[config.mk]
export PLATFORM = sky130hd
export DESIGN_NAME = pci_config_space_host
export DESIGN_NICKNAME = d
export VERILOG_FILES = /design/src/rtl/core/pcsh_pkg.sv /design/src/rtl/core/pcsh_bridge_mem.sv /design/src/rtl/core/pcsh_adapter.sv /design/src/rtl/core/pci_config_space_host.sv
export SDC_FILE = /design/constraint.sdc
export NUM_CORES = 1
export LEC_CHECK = 0
export ABC_AREA = 1
export BUFFER_PORTS_ARGS = -buffer_cell sky130_fd_sc_hd__buf_2
export CAP_MARGIN = 0
export CORE_AREA = 2 2 278 280
export DETAILED_ROUTE_END_ITERATION = 6
export DIE_AREA = 0 0 280 282
export MAX_ROUTING_LAYER = met4
export PLACE_DENSITY_LB_ADDON = 0.12
export SYNTH_ARGS = -nofsm -noshare
export SYNTH_HDL_FRONTEND = slang
export SYNTH_SLANG_ARGS = --single-unit
[constraint.sdc]
create_clock -name clk -period 3.81 [get_ports clk]
set_input_delay 0.381 -clock clk [delete_from_list [all_inputs] [get_ports clk]]
set_output_delay 0.381 -clock clk [all_outputs]
set_load 0.005 [all_outputs]
[src/rtl/core/pcsh_pkg.sv]
// ----------------------------------------------------------------------------
// pcsh_pkg
// Shared types, constants and helper functions for the PCI configuration
// space host: transaction codes, address decode and byte-order helpers.
// ----------------------------------------------------------------------------
`default_nettype none

package pcsh_pkg;

  // Transaction kinds on the command port.
  typedef logic [1:0] kind_t;
  localparam kind_t KIND_WR_ADDR = 2'd0;
  localparam kind_t KIND_RD_ADDR = 2'd1;
  localparam kind_t KIND_RD_DATA = 2'd2;
  localparam kind_t KIND_WR_DATA = 2'd3;

  // Configuration word index taken from address bits 7:2.
  typedef logic [5:0] widx_t;

  localparam logic [31:0] ALL_ONES = 32'hffff_ffff;

  // Host bridge identity image (host byte order).
  localparam logic [31:0] BRIDGE_ID_WORD    = 32'h10a9_0004;
  localparam logic [31:0] BRIDGE_CLASS_WORD = 32'h0600_0000;
  localparam widx_t       BRIDGE_ID_IDX     = 6'd0;
  localparam widx_t       BRIDGE_CLASS_IDX  = 6'd2;

  // SCSI adapter read-only image (host byte order).
  localparam logic [31:0] ADAPTER_ID_WORD    = 32'h7078_9004;
  localparam logic [31:0] ADAPTER_CLASS_WORD = 32'h0100_0000;

  // SCSI adapter configuration word indices.
  localparam widx_t ADP_ID_IDX    = 6'd0;
  localparam widx_t ADP_CMD_IDX   = 6'd1;
  localparam widx_t ADP_CLASS_IDX = 6'd2;
  localparam widx_t ADP_REV_IDX   = 6'd3;
  localparam widx_t ADP_BAR_IDX   = 6'd4;

  // Result of decoding the latched configuration address.
  typedef struct packed {
    logic  bridge;   // bus 0, device 0, function 0
    logic  adapter;  // bus 0, device 1 or 2, function 0
    logic  unit;     // adapter select: device 1 is unit 0
    widx_t widx;
  } slot_t;

  // Request from the top level to the adapter register bank.
  typedef struct packed {
    logic  wr;
    logic  unit;
    widx_t widx;
  } adp_req_t;

  // Swap the four bytes of a word between bus and host order.
  function automatic logic [31:0] bswap32(input logic [31:0] v);
    return {v[7:0], v[15:8], v[23:16], v[31:24]};
  endfunction

  // Decode a latched address, which is held in bus byte order.
  function automatic slot_t decode_slot(input logic [31:0] latch);
    logic [31:0] a;
    logic [6:0]  bus;
    logic [4:0]  dev;
    logic [2:0]  fun;
    logic        on_bus;
    slot_t       s;
    a        = bswap32(latch);
    bus      = a[22:16];
    dev      = a[15:11];
    fun      = a[10:8];
    on_bus   = (bus == 7'd0) && (fun == 3'd0);
    s.bridge  = on_bus && (dev == 5'd0);
    s.adapter = on_bus && ((dev == 5'd1) || (dev == 5'd2));
    s.unit    = (dev == 5'd2);
    s.widx    = a[7:2];
    return s;
  endfunction

  // Reset contents of a host bridge word, in host byte order.
  function automatic logic [31:0] bridge_reset_word(input widx_t idx);
    logic [31:0] w;
    case (idx)
      BRIDGE_ID_IDX:    w = BRIDGE_ID_WORD;
      BRIDGE_CLASS_IDX: w = BRIDGE_CLASS_WORD;
      default:          w = 32'h0;
    endcase
    return w;
  endfunction

endpackage

`default_nettype wire

[src/rtl/core/pcsh_bridge_mem.sv]
// ----------------------------------------------------------------------------
// pcsh_bridge_mem
// Host bridge configuration RAM with a registered read port, write-through
// bypass and per-word valid bits so that unwritten words read the reset image.
// ----------------------------------------------------------------------------
`default_nettype none

module pcsh_bridge_mem #(
  parameter int WORDS = 16
) (
  input  wire logic                     clk,
  input  wire logic                     rst,
  input  wire logic [$clog2(WORDS)-1:0] rd_addr,
  input  wire logic                     wr_en,
  input  wire logic [$clog2(WORDS)-1:0] wr_addr,
  input  wire logic [31:0]              wr_data,
  output      logic [31:0]              rd_data
);

  localparam int AW = $clog2(WORDS);

  // Words are kept in bus byte order, exactly as written.
  logic [31:0]      mem [WORDS];
  logic [WORDS-1:0] vld;
  logic [31:0]      rd_q;
  logic             rd_vld_q;
  logic [AW-1:0]    rd_addr_q;
  logic             wr_hit;

  assign wr_hit = wr_en && (wr_addr == rd_addr);

  // Write port.
  always_ff @(posedge clk) begin
    if (wr_en) begin
      mem[wr_addr] <= wr_data;
    end
  end

  // Valid bits: a word is valid once it has been written since reset.
  always_ff @(posedge clk) begin
    if (rst) begin
      vld <= '0;
    end else if (wr_en) begin
      vld[wr_addr] <= 1'b1;
    end
  end

  // Registered read, with a write in the same cycle passed straight through.
  always_ff @(posedge clk) begin
    rd_q      <= wr_hit ? wr_data : mem[rd_addr];
    rd_addr_q <= rd_addr;
  end

  always_ff @(posedge clk) begin
    if (rst) begin
      rd_vld_q <= 1'b0;
    end else begin
      rd_vld_q <= wr_hit || vld[rd_addr];
    end
  end

  // An unwritten word returns the identity image in bus byte order.
  assign rd_data = rd_vld_q ? rd_q :
      pcsh_pkg::bswap32(pcsh_pkg::bridge_reset_word(pcsh_pkg::widx_t'(rd_addr_q)));

endmodule

`default_nettype wire

[src/rtl/core/pcsh_adapter.sv]
// ----------------------------------------------------------------------------
// pcsh_adapter
// Configuration registers of the two SCSI adapters: a fixed identity image,
// a read-write command word and a write-once IO base address register.
// ----------------------------------------------------------------------------
`default_nettype none

module pcsh_adapter (
  input  wire logic               clk,
  input  wire logic               rst,
  input  wire pcsh_pkg::adp_req_t req,
  input  wire logic [31:0]        wdata,
  output      logic [31:0]        rdata
);

  // Command words are kept in bus order; IO bases keep host bits 31:8 only.
  logic [31:0] command [2];
  logic [23:0] io_base [2];
  logic [31:0] wswap;

  assign wswap = pcsh_pkg::bswap32(wdata);

  // Register writes. The IO base takes only the first nonzero value.
  always_ff @(posedge clk) begin
    if (rst) begin
      command[0] <= '0;
      command[1] <= '0;
      io_base[0] <= '0;
      io_base[1] <= '0;
    end else if (req.wr) begin
      case (req.widx)
        pcsh_pkg::ADP_CMD_IDX: begin
          command[req.unit] <= wdata;
        end
        pcsh_pkg::ADP_BAR_IDX: begin
          if (io_base[req.unit] == 24'd0) begin
            io_base[req.unit] <= wswap[31:8];
          end
        end
        default: begin
        end
      endcase
    end
  end

  // Read decode; the IO base reads back with the IO space bit set.
  always_comb begin
    case (req.widx)
      pcsh_pkg::ADP_ID_IDX: begin
        rdata = pcsh_pkg::bswap32(pcsh_pkg::ADAPTER_ID_WORD);
      end
      pcsh_pkg::ADP_CMD_IDX: begin
        rdata = command[req.unit];
      end
      pcsh_pkg::ADP_CLASS_IDX, pcsh_pkg::ADP_REV_IDX: begin
        rdata = pcsh_pkg::bswap32(pcsh_pkg::ADAPTER_CLASS_WORD);
      end
      pcsh_pkg::ADP_BAR_IDX: begin
        rdata = pcsh_pkg::bswap32({io_base[req.unit], 8'h01});
      end
      default: begin
        rdata = pcsh_pkg::ALL_ONES;
      end
    endcase
  end

endmodule

`default_nettype wire

[src/rtl/core/pci_config_space_host.sv]
// ----------------------------------------------------------------------------
// pci_config_space_host
// Configuration address/data register pair on a byte-swapped bus, with a
// host bridge and two SCSI adapters behind it on bus 0.
// ----------------------------------------------------------------------------
// A transaction is taken on any cycle in which start is high and busy is low;
// busy is high only while reset is applied and for the cycle after it. Each
// transaction returns exactly one result on rdata, marked by done for one
// cycle, and a new transaction may be issued on every cycle, so throughput is
// one transaction per clock. Each result passes through the input register,
// which also holds the registered read of the host bridge RAM, and the result
// register; the receiver cannot stall results and must take each one in the
// cycle it appears. Writes return a zero rdata.
`default_nettype none

module pci_config_space_host #(
  parameter int BRIDGE_WORDS = 16
) (
  input  wire logic        clk,
  input  wire logic        rst,
  input  wire logic        start,
  output      logic        busy,
  input  wire logic [1:0]  kind,
  input  wire logic [31:0] wdata,
  output      logic [31:0] rdata,
  output      logic        done
);

  localparam int AW = $clog2(BRIDGE_WORDS);

  logic                  accept;
  logic                  in_vld;
  pcsh_pkg::kind_t       in_kind;
  logic [31:0]           in_wdata;
  logic [31:0]           address_latch;
  logic [31:0]           latch_eff;
  pcsh_pkg::slot_t       slot;
  pcsh_pkg::slot_t       slot_ahead;
  logic                  in_range;
  logic                  in_range_ahead;
  logic [AW-1:0]         mem_rd_addr;
  logic                  mem_wr_en;
  logic [31:0]           mem_rd_data;
  pcsh_pkg::adp_req_t    adp_req;
  logic [31:0]           adp_rdata;
  logic [31:0]           rdata_next;
  logic                  is_wr_data;

  assign accept = start && !busy;

  // Busy covers reset and the cycle after it.
  always_ff @(posedge clk) begin
    busy <= rst;
  end

  // Input register.
  always_ff @(posedge clk) begin
    if (rst) begin
      in_vld <= 1'b0;
    end else begin
      in_vld <= accept;
    end
  end

  always_ff @(posedge clk) begin
    if (accept) begin
      in_kind  <= kind;
      in_wdata <= wdata;
    end
  end

  // Address latch.
  always_ff @(posedge clk) begin
    if (rst) begin
      address_latch <= '0;
    end else if (in_vld && (in_kind == pcsh_pkg::KIND_WR_ADDR)) begin
      address_latch <= in_wdata;
    end
  end

  // Decode of the address seen by the transaction in the input register.
  assign slot     = pcsh_pkg::decode_slot(address_latch);
  assign in_range = {1'b0, slot.widx} < 7'(BRIDGE_WORDS);

  // The bridge RAM read is registered, so it is addressed ahead and uses the
  // address as it will stand after the transaction now in the input register.
  assign latch_eff = (in_vld && (in_kind == pcsh_pkg::KIND_WR_ADDR)) ? in_wdata
                                                                    : address_latch;
  assign slot_ahead     = pcsh_pkg::decode_slot(latch_eff);
  assign in_range_ahead = {1'b0, slot_ahead.widx} < 7'(BRIDGE_WORDS);
  assign mem_rd_addr    = in_range_ahead ? slot_ahead.widx[AW-1:0] : '0;

  assign is_wr_data = in_vld && (in_kind == pcsh_pkg::KIND_WR_DATA);
  assign mem_wr_en  = is_wr_data && slot.bridge && in_range;

  pcsh_bridge_mem #(
    .WORDS (BRIDGE_WORDS)
  ) u_bridge_mem (
    .clk     (clk),
    .rst     (rst),
    .rd_addr (mem_rd_addr),
    .wr_en   (mem_wr_en),
    .wr_addr (slot.widx[AW-1:0]),
    .wr_data (in_wdata),
    .rd_data (mem_rd_data)
  );

  // Adapter register bank.
  assign adp_req.wr   = is_wr_data && slot.adapter;
  assign adp_req.unit = slot.unit;
  assign adp_req.widx = slot.widx;

  pcsh_adapter u_adapter (
    .clk   (clk),
    .rst   (rst),
    .req   (adp_req),
    .wdata (in_wdata),
    .rdata (adp_rdata)
  );

  // Result selection.
  always_comb begin
    case (in_kind)
      pcsh_pkg::KIND_RD_ADDR: begin
        rdata_next = address_latch;
      end
      pcsh_pkg::KIND_RD_DATA: begin
        if (slot.bridge) begin
          rdata_next = in_range ? mem_rd_data : pcsh_pkg::ALL_ONES;
        end else if (slot.adapter) begin
          rdata_next = adp_rdata;
        end else begin
          rdata_next = pcsh_pkg::ALL_ONES;
        end
      end
      default: begin
        rdata_next = 32'h0;
      end
    endcase
  end

  // Result register.
  always_ff @(posedge clk) begin
    rdata <= rdata_next;
  end

  always_ff @(posedge clk) begin
    if (rst) begin
      done <= 1'b0;
    end else begin
      done <= in_vld;
    end
  end

endmodule

`default_nettype wire

==> qor.yml <==
status:
  status: "complete, but fails checks"
  violations: "DRC"
sta:
  finalHoldViolCount: 0
  finalSetupViolCount: 0
  drv_slew: 0
  slew_headroom_pct: 16.3
  fmax_ghz: 0.339
  worstMarginPinSlew_ns: 1.25
  rsz0062_at_grt: "no"
  period_share_pct: 77.5
  final.min_clock_period_ns: 2.95
  fin_setup_tns_ns: 0
  clock_skew_ns: 0.0344
  finalWorstSetupSlack_ns: 0.857
grt:
  grt_antenna_before_repair: 1
  grt_pass1_wl_microns: 123000
  grtUsageTotal_pct: 21.5
  grt_pass1_vias: 20000
  grt_max_degree: 122
  overflow: 0
clock_tree:
  cts_setup_buffers: 0
  cts.sinks: 746
  cts_resized: 0
  hold_buffers: 34
  clockBufferDepth: 3
  tritoncts: "yes"
  clkLatencyLatePin_ns: 0.63
  numCtsBuffers: 81
  cts.clk_slew.worst_paths_ns: 0.06
  clockRootBuffer: "clkbuf_16"
  htreeDepth: 3
worst_setup_path:
  crit_fanout: 33
  worst_ep_required_time_ns: 4.05
  cp_cell_sequence: "nor2_1 -> nand3_1 -> nor2_1 -> nand3_1 -> nor2_1 -> nand3_1 -> nor2_4 -> buf_4"
  start_kind: "register"
  arrival_ns: 3.19
  worst-setup-path-type: "register to register"
  critPathSlowestCell: "buf_4"
  timing.critical_path.to_type: "register"
  slowest_delay_ns: 0.50
  reg2reg_slack_ns: 0.86
  r2r_cells: 8
logic_synthesis:
  syn_area_per_cell_sq_um: 11.1
  syn_area_sq_um: 30200
  synth_edf_count: 658
  synthDistinctLibCells: 31
  synth_area_leaders: "edfxtp_1 65%, nor2_1 7.8%, o21ai_0 5.9%"
  yosysWarnings: 0
  syn_inst: 2716
  synth_top_area_share_pct: 65.4
  syn-num-nets: 2757
  synth.yosys.seq_area_share_pct: 71.3
  synth-async-reset-ratio_pct: 0
  ys_seq_elements: 746
  yosysTopAreaCell: "edfxtp_1"
  synth_ff_type: "edfxtp_1"
final_layout:
  layout_commonest_cell: "edfxtp_1"
  n_antenna_cell: 0
  syn_to_final_growth_pct: 14.9
  final_cell_mix: "658 x edfxtp_1, 613 x nor2_1, 402 x nand2_1"
  fill_cells: 6952
  final_layout_size_suffix_gt1_share_pct: 10.2
  instances_no_fill: 3860
  utilization_pct: 45.8
  nNetsFinal: 2862
detailed_routing:
  vias: 20000
  first_iter_violations: 1630
  drc_errors: 1
  via_per_inst: 5.19
  drtPass1Iterations: 7
  drt_wl_total_microns: 82000
  routedWlPerCell_microns: 21.2
  ant_nets: 0
place:
  port_buffers: 70
  place_hpwl_microns: 51900
  place_ws_ns: 0.843
  place_inst: 3682
  gp_congestion: 0.882
floorplan:
  dieWidth_microns: 280
  coreArea_sq_um: 75700
  die_y_microns: 282
  dieArea_sq_um: 79000
  io_pins: 71
  rows: 101
  start_util_pct: 39.9
power_and_ir_drop:
  p_per_area_nw_per_um2: 497
  power.total_w: 0.0172
  power_leakage_nw: 12.7
  ir_worst_vdd_mv: 0.394
job:
  maxCapViolations: 0
hold_path:
  hp-class: "primary input to register"
  holdPathStages: 3
cell usage after synthesis (9+ instances only):
cell type  number
edfxtp_1      658
inv_1         139
clkbuf_1      101
nand3_1        55
o21ai_1        44
a21oi_1        69
dfxtp_1        88
buf_2          26
nor2_1        628
o21ai_0       354
o211ai_1       76
buf_4          12
nand2_1       402
buf_1           9
o21a_1          9
per-layer routing:
layer	wire length (microns)	global-route usage, %	vias up
met1	35400	27.1	9892
met4	2460	7.79	0
met3	3660	2.99	114
li1	-	-	9546
met5	0	-	-
met2	40400	35.6	463
flip-flops by register name, indices dropped and copies added (netlist names):
register	cells
rdata	32
address_latch	32
in_kind	2
u_bridge_mem.vld	16
u_bridge_mem.rd_vld_q	1
done	1
in_wdata	32
u_bridge_mem.rd_addr_q	4
in_vld	1
u_adapter.command	64
busy	1
u_bridge_mem.mem	512
u_adapter.io_base	48
through the flow:
step | instance area [sq um] | hold WS, ns
after floorplan | 30200 | 0.409
after global placement | 31800 | 0.444
after detailed placement | 31800 | 0.445
after CTS | 34700 | 0.0320
after global routing | 34700 | 0.0558
final | 34700 | 0.0652
kinds of logic (layout without fill, tap and decap cells):
logic type                 Yosys count  count (layout)  synth area share, %
buffers and inverters              297             463                 4.12
xor gates and xnor gates             1               1               0.0290
and+or+nand+nor                   1109            1109                 14.4
adders and majority gates            4               4                0.166
DFF                                746             746                 71.3
AOI/OAI and AO/OA                  559             559                 10.0
cell type report:
type	count	area, sq um	share of cell area (%)
timing repair buffer	177	1340	3.86
clock buffer	112	2240	6.45
tap	978	1220	3.53
inverter	142	538	1.55
sequential	746	21500	62.1
multi-input combinational	1673	7550	21.8
clock inverter	32	265	0.765
power breakdown:
part,switching [W],leakage [nW],internal [W]
sequential,0.0000940,6.79,0.00895
clock,0.00314,1.23,0.00437
combinational,0.000490,4.68,0.000199
total,0.00373,12.7,0.0135
critical path: cells and delay by family, from the launching register on:
family                 cells  cell delay (ns)
buffers and inverters      1             0.50
flip-flops                 1             0.32
AND/OR/NAND/NOR            7             1.74
worst paths after layout:
kind,from,end
worst max register to register,address_latch[8]$_SDFFE_PP0N_,u_bridge_mem.mem[6][3]$_DFFE_PP_
worst max-delay path,address_latch[8]$_SDFFE_PP0N_,u_bridge_mem.mem[6][3]$_DFFE_PP_
worst min register to register,address_latch[6]$_SDFFE_PP0N_,rdata[6]$_DFF_P_
worst min-delay path,start,in_vld$_SDFF_PP0_
Note: power is estimated with default switching activity, not from simulation.
